===== src/design/smbus_pec_temp_frame_checker_top_assert.svh =====
// ----------------------------------------------------------------------------
// SMBus PEC frame checker: assertion macros
// Shared concurrent assertion wrappers clocked on clk_i.
// ----------------------------------------------------------------------------
`ifndef SMBUS_PEC_TEMP_FRAME_CHECKER_TOP_ASSERT_SVH
`define SMBUS_PEC_TEMP_FRAME_CHECKER_TOP_ASSERT_SVH

// Property checked only while the block is out of reset.
`define SMBPEC_ASSERT(label, prop, msg) \
  label: assert property (@(posedge clk_i) disable iff (!rst_ni) prop) else $error(msg);

// Property checked on every clock edge, reset included.
`define SMBPEC_ASSERT_ALWAYS(label, prop, msg) \
  label: assert property (@(posedge clk_i) prop) else $error(msg);

`endif


===== src/design/smbpec_pkg.sv =====
// ----------------------------------------------------------------------------
// SMBus PEC frame checker package
// Types, constants and the CRC-8 helper shared by the checker modules.
// ----------------------------------------------------------------------------
`timescale 1ns / 1ps

package smbpec_pkg;

  // Number of sensors with a slot of their own; one more default slot follows.
  localparam int DIRECT_SENSORS = 3;
  localparam int SLOT_COUNT     = DIRECT_SENSORS + 1;
  localparam int SLOT_W         = $clog2(SLOT_COUNT);
  localparam int COUNTER_WIDTH  = 16;
  localparam int STREAK_W       = 8;
  localparam int TEMP_W         = 18;
  localparam int ADDR_W         = 7;

  localparam logic [7:0] CRC_POLY       = 8'h07;
  localparam logic [7:0] READ_CMD_RESET = 8'h07;

  // 273.15 K expressed in hundredths of a degree.
  localparam logic signed [TEMP_W-1:0] TEMP_OFFSET = 18'sd27315;

  // Configuration register indexes.
  typedef enum logic [0:0] {
    REG_READ_COMMAND = 1'b0
  } reg_idx_e;

  // One received read-word response.
  typedef struct packed {
    logic [7:0]        pec;
    logic [7:0]        data_high;
    logic [7:0]        data_low;
    logic              nack;
    logic [ADDR_W-1:0] sensor_address;
  } item_t;

  // Outcome of the frame check, handed to the slot update.
  typedef struct packed {
    logic [SLOT_W-1:0]        slot;
    logic                     nack;
    logic                     crc_ok;
    logic signed [TEMP_W-1:0] temperature;
  } check_t;

  // One result item.
  typedef struct packed {
    logic [STREAK_W-1:0]      fail_streak;
    logic [COUNTER_WIDTH-1:0] nack_error_total;
    logic [COUNTER_WIDTH-1:0] pec_error_total;
    logic signed [TEMP_W-1:0] temperature_centi;
    logic                     frame_ok;
    logic [SLOT_W-1:0]        slot;
  } result_t;

  // SMBus CRC-8 over one byte, MSB first.
  function automatic logic [7:0] crc8_byte(input logic [7:0] crc, input logic [7:0] b);
    logic [7:0] r;
    r = crc ^ b;
    for (int k = 0; k < 8; k++) begin
      if (r[7]) begin
        r = {r[6:0], 1'b0} ^ CRC_POLY;
      end else begin
        r = {r[6:0], 1'b0};
      end
    end
    return r;
  endfunction

endpackage


===== src/design/smbpec_frame.sv =====
// ----------------------------------------------------------------------------
// SMBus PEC frame check
// Maps the address to a slot, computes the PEC of the read-word transaction
// and converts the raw reading to hundredths of a degree Celsius.
// ----------------------------------------------------------------------------
`timescale 1ns / 1ps

module smbpec_frame (
  input  smbpec_pkg::item_t  item_i,
  input  logic [7:0]         read_command_i,
  output smbpec_pkg::check_t check_o
);

  logic [7:0]  addr_wr;
  logic [7:0]  addr_rd;
  logic [7:0]  crc;
  logic        direct;
  logic [15:0] raw;

  // Addresses 1 up to the number of direct sensors own a slot each.
  assign direct = (item_i.sensor_address != '0) &&
                  (item_i.sensor_address <= smbpec_pkg::ADDR_W'(smbpec_pkg::DIRECT_SENSORS));

  assign check_o.slot = direct ?
      smbpec_pkg::SLOT_W'(item_i.sensor_address - smbpec_pkg::ADDR_W'(1)) :
      smbpec_pkg::SLOT_W'(smbpec_pkg::DIRECT_SENSORS);

  // PEC covers write address, command, read address and both data bytes.
  assign addr_wr = {item_i.sensor_address, 1'b0};
  assign addr_rd = {item_i.sensor_address, 1'b1};

  always_comb begin
    crc = 8'h00;
    crc = smbpec_pkg::crc8_byte(crc, addr_wr);
    crc = smbpec_pkg::crc8_byte(crc, read_command_i);
    crc = smbpec_pkg::crc8_byte(crc, addr_rd);
    crc = smbpec_pkg::crc8_byte(crc, item_i.data_low);
    crc = smbpec_pkg::crc8_byte(crc, item_i.data_high);
  end

  assign check_o.nack   = item_i.nack;
  assign check_o.crc_ok = (crc == item_i.pec);

  // Raw is in units of 0.02 K, so twice raw is hundredths of a kelvin.
  assign raw = {item_i.data_high, item_i.data_low};
  assign check_o.temperature = $signed({1'b0, raw, 1'b0}) - smbpec_pkg::TEMP_OFFSET;

endmodule


===== src/design/smbpec_slots.sv =====
// ----------------------------------------------------------------------------
// SMBus PEC slot state
// Per-slot temperature, saturating error counters and fail streak; updates
// the selected slot and returns its new contents.
// ----------------------------------------------------------------------------
`timescale 1ns / 1ps

module smbpec_slots (
  input  logic                clk_i,
  input  logic                rst_ni,
  input  logic                update_i,
  input  smbpec_pkg::check_t  check_i,
  output smbpec_pkg::result_t result_o
);

  logic signed [smbpec_pkg::TEMP_W-1:0] temp_q [smbpec_pkg::SLOT_COUNT];
  logic [smbpec_pkg::COUNTER_WIDTH-1:0] pec_q [smbpec_pkg::SLOT_COUNT];
  logic [smbpec_pkg::COUNTER_WIDTH-1:0] nack_q [smbpec_pkg::SLOT_COUNT];
  logic [smbpec_pkg::STREAK_W-1:0]      streak_q [smbpec_pkg::SLOT_COUNT];

  logic signed [smbpec_pkg::TEMP_W-1:0] temp_d;
  logic [smbpec_pkg::COUNTER_WIDTH-1:0] pec_d;
  logic [smbpec_pkg::COUNTER_WIDTH-1:0] nack_d;
  logic [smbpec_pkg::STREAK_W-1:0]      streak_d;
  logic [smbpec_pkg::COUNTER_WIDTH-1:0] pec_cur;
  logic [smbpec_pkg::COUNTER_WIDTH-1:0] nack_cur;
  logic [smbpec_pkg::STREAK_W-1:0]      streak_cur;
  logic                                 ok;
  logic                                 pec_bad;

  assign pec_cur    = pec_q[check_i.slot];
  assign nack_cur   = nack_q[check_i.slot];
  assign streak_cur = streak_q[check_i.slot];

  assign ok      = !check_i.nack && check_i.crc_ok;
  assign pec_bad = !check_i.nack && !check_i.crc_ok;

  // New contents of the selected slot; all counters stop at full scale.
  always_comb begin
    temp_d   = ok ? check_i.temperature : temp_q[check_i.slot];
    pec_d    = (pec_bad && (pec_cur != '1)) ? pec_cur + 1'b1 : pec_cur;
    nack_d   = (check_i.nack && (nack_cur != '1)) ? nack_cur + 1'b1 : nack_cur;
    if (ok) begin
      streak_d = '0;
    end else if (streak_cur != '1) begin
      streak_d = streak_cur + 1'b1;
    end else begin
      streak_d = streak_cur;
    end
  end

  // Slot registers.
  always_ff @(posedge clk_i or negedge rst_ni) begin
    if (!rst_ni) begin
      for (int i = 0; i < smbpec_pkg::SLOT_COUNT; i++) begin
        temp_q[i]   <= '0;
        pec_q[i]    <= '0;
        nack_q[i]   <= '0;
        streak_q[i] <= '0;
      end
    end else if (update_i) begin
      temp_q[check_i.slot]   <= temp_d;
      pec_q[check_i.slot]    <= pec_d;
      nack_q[check_i.slot]   <= nack_d;
      streak_q[check_i.slot] <= streak_d;
    end
  end

  assign result_o.slot              = check_i.slot;
  assign result_o.frame_ok          = ok;
  assign result_o.temperature_centi = temp_d;
  assign result_o.pec_error_total   = pec_d;
  assign result_o.nack_error_total  = nack_d;
  assign result_o.fail_streak       = streak_d;

endmodule


===== src/design/smbus_pec_temp_frame_checker_top.sv =====
// The input register takes an item when it is accepted; the result register
// takes its result when the input register advances. Throughput: one item per
// cycle unless the output stalls; the check and slot update are in the same cycle.
// Reset: rst_ni clears all slot state, the pipeline valid flags, and sets
// read_command to 7. No clearing pass is needed.
// ----------------------------------------------------------------------------
// SMBus PEC temperature frame checker, top level
// Checks read-word responses against their PEC and keeps per-slot status.
// ----------------------------------------------------------------------------
`timescale 1ns / 1ps

module smbus_pec_temp_frame_checker_top (
  input  logic        clk_i,
  input  logic        rst_ni,
  // Configuration port
  input  logic        psel,
  input  logic        penable,
  input  logic        pwrite,
  input  logic [2:0]  paddr,
  input  logic [31:0] pwdata,
  output logic [31:0] prdata,
  output logic        pready,
  // Input items
  input  logic        s_axis_tvalid,
  output logic        s_axis_tready,
  // [6:0] sensor_address, [14:7] data_low, [22:15] data_high, [30:23] pec, [31] zero
  input  logic [31:0] s_axis_tdata,
  // [0] nack
  input  logic        s_axis_tuser,
  // Result items
  output logic        m_axis_tvalid,
  input  logic        m_axis_tready,
  // [1:0] slot, [19:2] temperature_centi, [35:20] pec_error_total,
  // [51:36] nack_error_total, [59:52] fail_streak, [63:60] zero
  output logic [63:0] m_axis_tdata,
  // [0] frame_ok
  output logic        m_axis_tuser
);

  logic [7:0]                 read_command_q;
  logic                       in_valid_q;
  smbpec_pkg::item_t          in_item_q;
  logic                       out_valid_q;
  smbpec_pkg::result_t        out_result_q;
  smbpec_pkg::check_t         check;
  smbpec_pkg::result_t        result_d;
  smbpec_pkg::reg_idx_e       reg_idx;
  logic                       cfg_write;
  logic                       out_free;
  logic                       advance;

  // Configuration register.
  assign pready    = 1'b1;
  assign reg_idx   = smbpec_pkg::reg_idx_e'(paddr[2]);
  assign cfg_write = psel && penable && pwrite && pready;

  always_ff @(posedge clk_i or negedge rst_ni) begin
    if (!rst_ni) begin
      read_command_q <= smbpec_pkg::READ_CMD_RESET;
    end else if (cfg_write && (reg_idx == smbpec_pkg::REG_READ_COMMAND)) begin
      read_command_q <= pwdata[7:0];
    end
  end

  always_comb begin
    case (reg_idx)
      smbpec_pkg::REG_READ_COMMAND: prdata = {24'h000000, read_command_q};
      default:                      prdata = '0;
    endcase
  end

  // Handshake: the input register moves on whenever the result register frees up.
  assign out_free      = !out_valid_q || m_axis_tready;
  assign advance       = in_valid_q && out_free;
  assign s_axis_tready = !in_valid_q || out_free;

  always_ff @(posedge clk_i or negedge rst_ni) begin
    if (!rst_ni) begin
      in_valid_q <= 1'b0;
    end else if (s_axis_tready) begin
      in_valid_q <= s_axis_tvalid;
    end
  end

  // Input item register.
  always_ff @(posedge clk_i) begin
    if (s_axis_tready && s_axis_tvalid) begin
      in_item_q.sensor_address <= s_axis_tdata[6:0];
      in_item_q.data_low       <= s_axis_tdata[14:7];
      in_item_q.data_high      <= s_axis_tdata[22:15];
      in_item_q.pec            <= s_axis_tdata[30:23];
      in_item_q.nack           <= s_axis_tuser;
    end
  end

  smbpec_frame u_frame (
    .item_i         (in_item_q),
    .read_command_i (read_command_q),
    .check_o        (check)
  );

  smbpec_slots u_slots (
    .clk_i    (clk_i),
    .rst_ni   (rst_ni),
    .update_i (advance),
    .check_i  (check),
    .result_o (result_d)
  );

  // Result register.
  always_ff @(posedge clk_i or negedge rst_ni) begin
    if (!rst_ni) begin
      out_valid_q <= 1'b0;
    end else if (out_free) begin
      out_valid_q <= in_valid_q;
    end
  end

  always_ff @(posedge clk_i) begin
    if (advance) begin
      out_result_q <= result_d;
    end
  end

  assign m_axis_tvalid = out_valid_q;
  assign m_axis_tuser  = out_result_q.frame_ok;
  assign m_axis_tdata  = {4'h0,
                          out_result_q.fail_streak,
                          out_result_q.nack_error_total,
                          out_result_q.pec_error_total,
                          out_result_q.temperature_centi,
                          out_result_q.slot};

`include "smbus_pec_temp_frame_checker_top_assert.svh"

  // A good frame always leaves the slot's fail streak cleared.
  `SMBPEC_ASSERT(a_ok_clears_streak, (out_valid_q && out_result_q.frame_ok) |-> (out_result_q.fail_streak == '0), "good frame with nonzero fail streak")
  // A bad frame always leaves a nonzero fail streak.
  `SMBPEC_ASSERT(a_bad_counts_streak, (out_valid_q && !out_result_q.frame_ok) |-> (out_result_q.fail_streak != '0), "bad frame with zero fail streak")
  // An item that leaves the input register lands in the result register.
  `SMBPEC_ASSERT(a_advance_fills_out, advance |=> out_valid_q, "advanced item lost")
  // Input side only stalls while an item is held in the input register.
  `SMBPEC_ASSERT_ALWAYS(a_stall_has_item, (rst_ni && !s_axis_tready) |-> in_valid_q, "stall without held item")

endmodule

===== config.mk =====
export PLATFORM = sky130hd
export DESIGN_NAME = smbus_pec_temp_frame_checker_top
export DESIGN_NICKNAME = d
export VERILOG_FILES = /design/src/design/smbpec_pkg.sv /design/src/design/smbpec_frame.sv /design/src/design/smbpec_slots.sv /design/src/design/smbus_pec_temp_frame_checker_top.sv
export VERILOG_INCLUDE_DIRS = /design/src /design/src/design
export SDC_FILE = /design/constraint.sdc
export NUM_CORES = 1
export LEC_CHECK = 0
export ABC_AREA = 0
export BUFFER_PORTS_ARGS = -buffer_cell sky130_fd_sc_hd__buf_2
export CORE_ASPECT_RATIO = 0.8
export CORE_MARGIN = 2
export CORE_UTILIZATION = 53
export DETAILED_ROUTE_END_ITERATION = 12
export PLACE_DENSITY = 0.74
export SYNTH_ARGS = -nofsm -noshare
export SYNTH_HDL_FRONTEND = slang
export SYNTH_HIERARCHICAL = 1
export SYNTH_SLANG_ARGS = --single-unit
export TNS_END_PERCENT = 1

===== constraint.sdc =====
create_clock -name clk_i -period 4.35 [get_ports clk_i]
set_clock_uncertainty 0.1 [all_clocks]
set_input_delay 0.2175 -clock clk_i [delete_from_list [all_inputs] [get_ports clk_i]]
set_output_delay 0.2175 -clock clk_i [all_outputs]
set_load 0.05 [all_outputs]

* Word-level counts from Yosys, hierarchy flattened
Cells that the tools add are included.
** Storage, ports and cells
- Register bits :: 335
- Input port bits :: 75
- Output and inout port bits :: 100
- Word-level logic and storage cells :: 175
** Cells by class
- Add/sub/neg operators :: 5
- Order comparisons :: 3
- Equality and inequality tests :: 4
- Muxes and demuxes :: 69
- Bitwise operators :: 46
- Reduce and logical (&&, ||, !) cells :: 18
** Operator list (count)
- bitwise mux 64 bit :: 2
- 2-to-1 mux 3 bit :: 40
- NOT 3 bit :: 40
- 2-to-1 mux 16 bit :: 7
- bitwise mux 72 bit :: 1
- 2-to-1 mux 18 bit :: 4
- binary-select mux 16 bit (select 2 bit) :: 2
- 2-to-1 mux 8 bit :: 6
- binary-select mux 18 bit (select 2 bit) :: 1
- demux 18 bit (select 2 bit) :: 1
- adder 16 x 1 -> 16 bit, second input constant :: 2
- bitwise mux 32 bit :: 1
- demux 16 bit (select 2 bit) :: 1
- inequality test 16 bit, second input constant :: 2
- XOR 8 bit :: 4
- subtractor 17 x 15 -> 18 bit, second input constant :: 1
- binary-select mux 8 bit (select 2 bit) :: 1
- demux 8 bit (select 2 bit) :: 1
- logical AND 1 bit :: 11
- adder 8 x 1 -> 8 bit, second input constant :: 1
- == test 8 bit :: 1
- inequality test 8 bit, second input constant :: 1
- less-or-equal comparator 7 x 2 -> 1 bit, second input constant :: 1
- nonzero test 7 bit :: 1
- 8 further kinds :: 12

* Longest topological paths before layout
Gate-level depths: netlist (run 1).
- Depth after elaboration :: 90
- Mapped depth :: 23
- Depth with buffers taken out :: 18

* Hierarchy
The synthesis (run 1) kept the hierarchy.
** Modules (own cells, without submodules)
- smbpec_slots :: times used 1, cells each 1066, area an instance 11090.6 µm², seq. area each 5805.6 µm²
- smbus_pec_temp_frame_checker_top :: times used 1, cells each 157, area an instance 3494.6 µm², seq. area each 3046.7 µm²
- smbpec_frame :: times used 1, cells each 160, area an instance 1507.7 µm², seq. area each 0.0 µm²

* Worst setup path before layout (run 1)
Ideal clock, no wire load.
- Path kind :: register to register
- Start point :: register in_item_q[1] (netlist name)
- End point :: register out_result_q, in the netlist m_axis_tdata[10] (data pin)
- Library setup time :: 0.262 ns
- Arrival time :: 4.344 ns
- Data required time :: 3.988 ns
- Path slack :: -0.356 ns
- Cell stages (with the launch flop) :: 15
- Path buffers :: 2
- Clock period less this slack :: 4.706 ns
- Cell sequence :: edfxtp_1 > ha_1 > xnor3_2 > xor3_2 > xnor3_1 > xnor2_1 > xnor2_2 > xnor2_1 > or3_1 > a2111oi_2 > nand2b_1 > clkbuf_1 > buf_1 > mux2i_1 > inv_1
** RTL lines
- start: declaration :: line smbus_pec_temp_frame_checker_top.sv:42 : smbpec_pkg::item_t in_item_q;
- end signal: assignment :: line smbus_pec_temp_frame_checker_top.sv:121 : out_result_q <= result_d;
- end: declaration :: line smbus_pec_temp_frame_checker_top.sv:44 : smbpec_pkg::result_t out_result_q;

==> metrics.txt, run 1 <==
sum of internal, switching and leakage power 11.1 mW; share of the synthesized area in the top cell type 37.2%; Setup Crit Path Kind reg -> reg; RSZ-0062 raised after global routing true; leading cell types in the layout, fill and taps excluded 239 x sky130_fd_sc_hd__dfrtp_1, 232 x sky130_fd_sc_hd__nand2_1, 183 x sky130_fd_sc_hd__o21ai_0; biggest cell delay along the critical path 0.47 ns; required time of the critical path ~4.5 ns; CTS H-tree depth 2; number of buffers inserted during clock tree synthesis 35; Die H 160 um; final max-slew violation count 0; Synth cell types 69; pin slew with the least headroom to its limit 1.04 ns; Routed Wire Length between 30,000 and 40,000 um; Min-Delay Path Class in -> reg; starting utilization of the core area 53.5%; synthesis-to-finish area growth 21.2%; total number of nets in the final design 1,678; cell count after synthesis about 1,400; LEAKAGE 8.89 nW; most frequent cell on the critical path sky130_fd_sc_hd__xnor2_2; Period Utilization, post-route 109%; dominant register cell in the synthesized netlist sky130_fd_sc_hd__dfrtp_1; remaining max-slew budget at the tightest pin approximately 30%; global-route wire length before repair between 50,000 and 60,000 um; GRT Residual Overflow 0; largest net degree at the start of global routing 137; run status complete, but fails checks; vias per cell 5.50; Critical Path Slowest Stage Cell sky130_fd_sc_hd__xnor3_2; share of post-route cells with drive strength above 1 a little over a quarter; total I/O pin count 175; number of buffer cells added on primary ports 118; count of flip-flops with a built-in enable after synthesis 93; worst hold slack across all endpoints 0.0849 ns; violation count after the first detailed-route iteration ~740; die outline width 199 um; share of synthesized area occupied by flip-flops and latches 55.0%; antenna diode instance count 0; cell at the root of the clock tree sky130_fd_sc_hd__clkbuf_16; maximum vdd drop approximately 530 uV; clock tree buffer depth 3; Tmin final 4.73 ns; violated checks setup timing; worst-path cell chain inv_2 > ha_4 > xnor3_2 > buf_6 > xnor2_4 > xnor3_1 > xnor2_2 > buf_4 > xnor2_4 > xnor2_2 > or3_4 > a2111oi_4 > buf_4 > or3b_4 > o2bb2ai_4 > nand4_4 > buf_6 > a211oi_4 > xnor2_2 > inv_1; final setup vio count between 100 and 150; kind of end point of the critical path flip-flop; global routing usage summed across all routing layers 23.7%; pre-CTS setup slack -0.393 ns; wire length per cell after detailed routing about 18 um; DRT antenna net count 0; TritonCTS Sinks 335; utilization after layout 64.8%; post-synthesis cell area 16,100 um2; via count of the first global-routing pass 11,400; async set-or-reset flop fraction in the synthesized netlist 72.2%; count of state elements after synthesis roughly 340; critical-path maximum fanout 5; total via count after detailed routing 11,200; mean area per synthesized cell 11.6 um2; antenna violations before repair 0; TritonCTS clock tree yes; arrival time reported for the critical path endpoint 4.87 ns; detailed placement HPWL 23,500 um; total number of placement rows 57; RD Place Congestion between 0.8 and 0.9; largest cells by area after synthesis sky130_fd_sc_hd__dfrtp_1 37%, sky130_fd_sc_hd__edfxtp_1 17%, sky130_fd_sc_hd__mux4_2 8.0%, sky130_fd_sc_hd__o21ai_0 6.3%, sky130_fd_sc_hd__nand2_1 5.5%; Power Density 570 nW/um2; launching element type of the critical path flip-flop; First-pass DRT Iterations 5; max-cap check violation count 0; Achievable Freq 212 MHz; post-route setup slack -0.378 ns; area leader, netlist sky130_fd_sc_hd__dfrtp_1; YS warnings 6; DIE AREA 31,800 um2; number of failing hold endpoints at the final stage 0; clock insertion delay at the later pin of the skew report 0.51 ns; Core Region 30,100 um2; number of remaining DRC errors 0; leading cell type in the layout, fill and taps excluded sky130_fd_sc_hd__dfrtp_1; clock-pin slew on the worst setup and hold paths 0.06 ns
[synth_stat cells, drive strengths merged (3+ instances only)]
cell type / instances
a21oi: 16
a22o: 8
a31o: 3
a31oi: 7
and2: 8
and2b: 8
and3: 10
and4: 4
buf: 56
clkbuf: 55
conb: 3
dfrtp: 239
dfstp: 3
edfxtp: 93
ha: 12
inv: 68
mux2: 10
mux2i: 25
mux4: 57
nand2: 237
nand2b: 7
nand3: 20
nand4: 15
nor2: 39
nor3: 9
o21a: 4
o21ai: 216
o31ai: 4
or2: 4
or3: 3
xnor2: 68
xnor3: 16
xor2: 30
[sequential cells by signal, summed over array words and instances (netlist names)]
signal,cells
u_slots/nack_q,64
m_axis_tvalid,1
m_axis_tdata,60
in_item_q,32
read_command_q,8
u_slots/pec_q,64
in_valid_q,1
u_slots/streak_q,32
m_axis_tuser,1
u_slots/temp_q,72
[repair_timing]
item / in CTS / in global routing
endpoints found under the hold margin: 175 / 0
resized for setup: 30 / 58
hold buffers: 44 / 0
endpoints found under the setup margin: 106 / 211
buffers inserted: 5 / 2
pin swaps: 21 / 34
[report_power, final]
group / switching (mW) / internal [mW] / total, mW / leakage, nW
clock network: 1.20 / 1.83 / 3.03 / 0.578
logic: 2.34 / 1.91 / 4.25 / 4.10
registers: 0.192 / 3.64 / 3.83 / 4.22
[routing by layer]
layer  share of wire (%)  track usage (%)  wire length, um  up-vias
li1                    -                -                -     5155
met1                  44             33.1            16500     5637
met2                  48             38.2            18000      305
met3                 4.8             4.08             1780       72
met4                 2.6             7.33              960        0
met5                   0                0                0        -
[final timing paths]
check                      slack [ns]  depth (start not counted)            endpoint          startpoint
max reg2reg                     -0.38                         20    m_axis_tdata[33]        in_item_q[4]
min                              0.08                          3   read_command_q[7]             penable
min reg2reg                      0.38                          2  u_slots/nack_q[54]  u_slots/nack_q[54]
max in group asynchronous        2.60                          3   read_command_q[1]              rst_ni
min in group asynchronous        0.29                          2  u_slots/temp_q[29]              rst_ni
max                             -0.38                         20    m_axis_tdata[33]        in_item_q[4]
[cell families after synthesis]
family / synth area share (%)
adders and majority gates: 0.933
xor gates and xnor gates: 7.95
buffers and inverters: 5.48
and+or+nand+nor: 11.0
muxes: 10.2
AOI/OAI and AO/OA: 9.34
other: 0.0700
DFF: 55.0
[metrics by stage]
step           std cells  setup TNS [ns]  cell area [um2]
4_1_cts             2028           -4.42            19300
6_report            2029          -12.65            19500
3_3_place_gp        1917           -3.63            17400
3_5_place_dp        1917          -10.84            17400
2_1_floorplan       1410         -0.0324            16200
5_1_grt             2029          -37.75            19500
[critical path: cells and delay by family, from the launching register on]
family	cells	cell delay, ns
buffers and inverters	6	0.85
adders and majority gates	1	0.26
and+or+nand+nor	3	0.77
xor gates and xnor gates	7	1.65
DFF	1	0.39
AOI/OAI and AO/OA	3	0.43
[layout make-up]
cell class	instances	area, um2
Multi-Input combinational cell	896	6920
Clock buffer	50	1030
Sequential cell	335	8850
Timing Repair Buffer	255	1800
Fill cell	2286	10600
Clock inverter	12	135
Tap cell	413	517
Inverter	68	255
Note: power is estimated with default switching activity, not from simulation.
==> inputs of run 2 (changes only) <==
--- a/config.mk
+++ b/config.mk
@@ -8,7 +8,6 @@
 export LEC_CHECK = 0
 export ABC_AREA = 0
 export BUFFER_PORTS_ARGS = -buffer_cell sky130_fd_sc_hd__buf_2
-export CORE_ASPECT_RATIO = 0.8
 export CORE_MARGIN = 2
 export CORE_UTILIZATION = 53
 export DETAILED_ROUTE_END_ITERATION = 12
==> run 2 against run 1 <==
Effect of this change:
- first-iteration DRC count is 2.0% higher
- die area hardly changed
- via count fell by 1.8%
- routed wire length shrank 3.7%
- the run still ends with setup timing left
- final cell count down 0.74%
- clock power fell by 4%
- largest power group unchanged
- maximum frequency up 3.0%
- sequential power hardly changed
- flip-flop and latch count stayed put
- largest cell class unchanged
- critical path type unchanged
- global-route usage is 0.70 points lower
- worst setup slack better by 0.14 ns
==> metrics.txt, run 2 (synthesis results as in run 1) <==
run status complete, but fails checks; violated checks setup timing; number of buffer cells added on primary ports 118 (unchanged); final max-slew violation count 0 (unchanged); max FFs per register 72 (unchanged); total via count after detailed routing 11,000 (-1.8%); biggest cell delay along the critical path 0.47 ns (about the same); Core Region 29,800 um2 (-1.0%); maximum vdd drop 545 uV (+3.2%); worst hold slack across all endpoints 0.0579 ns (-0.0269 ns); total number of nets in the final design 1,685 (+0.42%); detailed placement HPWL 22,100 um (-5.9%); Power Density 559 nW/um2 (-1.8%); Achievable Freq 218 MHz (+3.0%); TritonCTS Sinks 335 (unchanged); global-route wire length before repair 57,600 um (-3.1%); critical-path maximum fanout 5 (unchanged); antenna violations before repair 0 (unchanged); utilization after layout 65.3% (+0.52 points); leading cell type in the layout, fill and taps excluded sky130_fd_sc_hd__dfrtp_1; max-cap check violation count 0 (unchanged); Critical Path Slowest Stage Cell sky130_fd_sc_hd__xnor3_4; Period Utilization, post-route 106% (-3.1 points); post-route setup slack -0.243 ns (+0.136 ns); total I/O pin count 175 (unchanged); kind of end point of the critical path flip-flop; beginning of the worst hold path penable; LEAKAGE 8.86 nW (-0.43%); worst r2r dst m_axis_tdata[29]; CTS H-tree depth 2 (unchanged); filler-free cell count of the finished design 2,014 (-0.74%); clock insertion delay at the later pin of the skew report 0.52 ns (about the same); DRT antenna net count 0 (unchanged); Die H 178 um (+12%); remaining max-slew budget at the tightest pin 20.5% (-9.9 points); RSZ-0062 raised after global routing true; required time of the critical path 4.51 ns (about the same); global routing usage summed across all routing layers 23.0% (-0.70 points); number of remaining DRC errors 0 (unchanged); via count of the first global-routing pass 11,200 (-1.4%); largest net degree at the start of global routing 109 (-20%); total number of placement rows 63 (+11%); RD Place Congestion 0.872 (-1.0%); clock-pin slew on the worst setup and hold paths 0.06 ns (about the same); First-pass DRT Iterations 6 (+1); filler cell count in the final layout 2,193 (-4.1%); hold-critical path depth 3 (unchanged); Setup Crit Path Kind reg -> reg; leading cell types in the layout, fill and taps excluded 239 x sky130_fd_sc_hd__dfrtp_1, 235 x sky130_fd_sc_hd__nand2_1, 194 x sky130_fd_sc_hd__o21ai_0; clock tree buffer depth 3 (unchanged); starting utilization of the core area 54.0% (+0.54 points); GRT Residual Overflow 0 (unchanged); launching element type of the critical path flip-flop; number of failing hold endpoints at the final stage 0 (unchanged); area occupied by registers 8850 um2 (unchanged); arrival time reported for the critical path endpoint 4.75 ns (-0.12 ns); Min-Delay Path Class in -> reg; pre-CTS setup slack -0.339 ns (+0.0535 ns); register name with the most flops u_slots/temp_q; final cell area excluding filler cells 19,500 um2 (-0.21%); worst setup slack for register-to-register paths -0.24 ns (+0.14 ns); antenna diode instance count 0 (unchanged); worst-path cell chain inv_2 > ha_1 > xnor3_2 > xor3_2 > xnor3_1 > xnor2_2 > xnor3_4 > mux2i_1 > a32oi_2 > a2111oi_4 > buf_6 > or3b_4 > o2bb2ai_4 > nand4_4 > buf_4 > nor3_2 > xnor2_1 > buf_4 > inv_1; Tmin final 4.59 ns (-0.136 ns); crit-path leading delay family XOR/XNOR gates; share of post-route cells with drive strength above 1 26.5% (about the same); Worst path depth 19 (-5.0%); Hold Path Sink read_command_q[6]; cell count of the worst reg-to-reg path 19 (-5.0%); synthesis-to-finish area growth 21.0%; Crit path buffers/inverters 5 (-1); wire length per cell after detailed routing 17.8 um (-3.0%); Inst Count DP 1,898 (-0.99%); most frequent cell on the critical path sky130_fd_sc_hd__buf_4; cell at the root of the clock tree sky130_fd_sc_hd__clkbuf_16; total cell area at the placement stage 17,500 um2 (about the same); final setup vio count 28 (-78%); violation count after the first detailed-route iteration 758 (+2.0%); TritonCTS clock tree yes; die outline width 178 um (-10%); pin slew with the least headroom to its limit 1.19 ns (+0.149 ns); vias per cell 5.44 (-1.1%); DIE AREA 31,800 um2 (about the same); multi-input combinational cell area 6910 um2 (about the same); Routed Wire Length 35,800 um (-3.7%); startpoint of the most critical register-to-register path in_item_q[2]; number of buffers inserted during clock tree synthesis 36 (+2.9%); largest registers ranked by flip-flop count u_slots/temp_q: 72 flops, u_slots/nack_q: 64 flops, u_slots/pec_q: 64 flops
==> run 2: cell types whose count changed in the layout (fill, tap and decap cells not counted), sizes merged <==
| cell | delta |
|---|---|
| clkinvlp | +2 |
| buf | +6 |
| bufinv | -2 |
| clkbuf | +6 |
| inv | -1 |
| clkinv | -3 |
==> run 2: layout make-up <==
type | count | share of cell area [%]
Timing Repair Buffer | 261 | 9.46
Clock buffer | 56 | 5.39
Tap cell | 390 | 2.51
Clock inverter | 8 | 0.341
Sequential cell | 335 | 45.5
Inverter | 68 | 1.33
Multi-Input combinational cell | 896 | 35.5
==> run 2: tightest hold or removal path: stages <==
cell,delay [ns]
sky130_fd_sc_hd__buf_2,0.11
sky130_fd_sc_hd__nand4b_4,0.14
sky130_fd_sc_hd__mux2_2,0.16
==> run 2: routing by layer <==
layer	vias to the layer above	wire [um]	share of wire, %	global-route usage (%)
li1	5158	-	-	-
met1	5434	15700	44	31.7
met2	320	17700	49	38.3
met3	54	1740	4.9	3.64
met4	0	663	1.9	6.17
met5	-	0	0	0
==> run 2: worst max path at each step <==
| stage | slack (ns) | startpoint | endpoint |
|---|---|---|---|
| global placement | -0.25 | in_item_q[4] | m_axis_tdata[5] |
| global route | -0.43 | in_item_q[6] | m_axis_tdata[35] |
| detailed placement | -0.34 | in_item_q[4] | m_axis_tdata[35] |
| floorplan | -0.03 | in_item_q[1] | m_axis_tdata[31] |
| finish | -0.24 | in_item_q[2] | m_axis_tdata[29] |
| CTS | -0.26 | in_item_q[2] | u_slots/pec_q[59] |
==> run 2: power by group <==
group | internal (mW) | total (mW) | switching, mW
logic | 1.90 | 4.14 | 2.24
registers | 3.64 | 3.83 | 0.190
clock network | 1.72 | 2.92 | 1.20
total | 7.26 | 10.9 | 3.64
==> run 2: repair_timing <==
item / 4_1_cts / 5_1_grt
setup buffers: 2 / 6
endpoints found under the hold margin: 141 / 0
hold buffers: 44 / 0
gates resized for setup: 23 / 49
pin swaps: 7 / 30
endpoints found under the setup margin: 202 / 192
==> run 2: through the flow <==
| step | power, mW | setup TNS (ns) |
|---|---|---|
| after floorplan | 6.50 | -0.0324 |
| after global placement | 7.33 | -18.61 |
| after CTS | 10.5 | -5.93 |
| after detailed placement | 7.41 | -31.08 |
| final | 10.9 | -3.54 |
| after global routing | 11.4 | -13.60 |
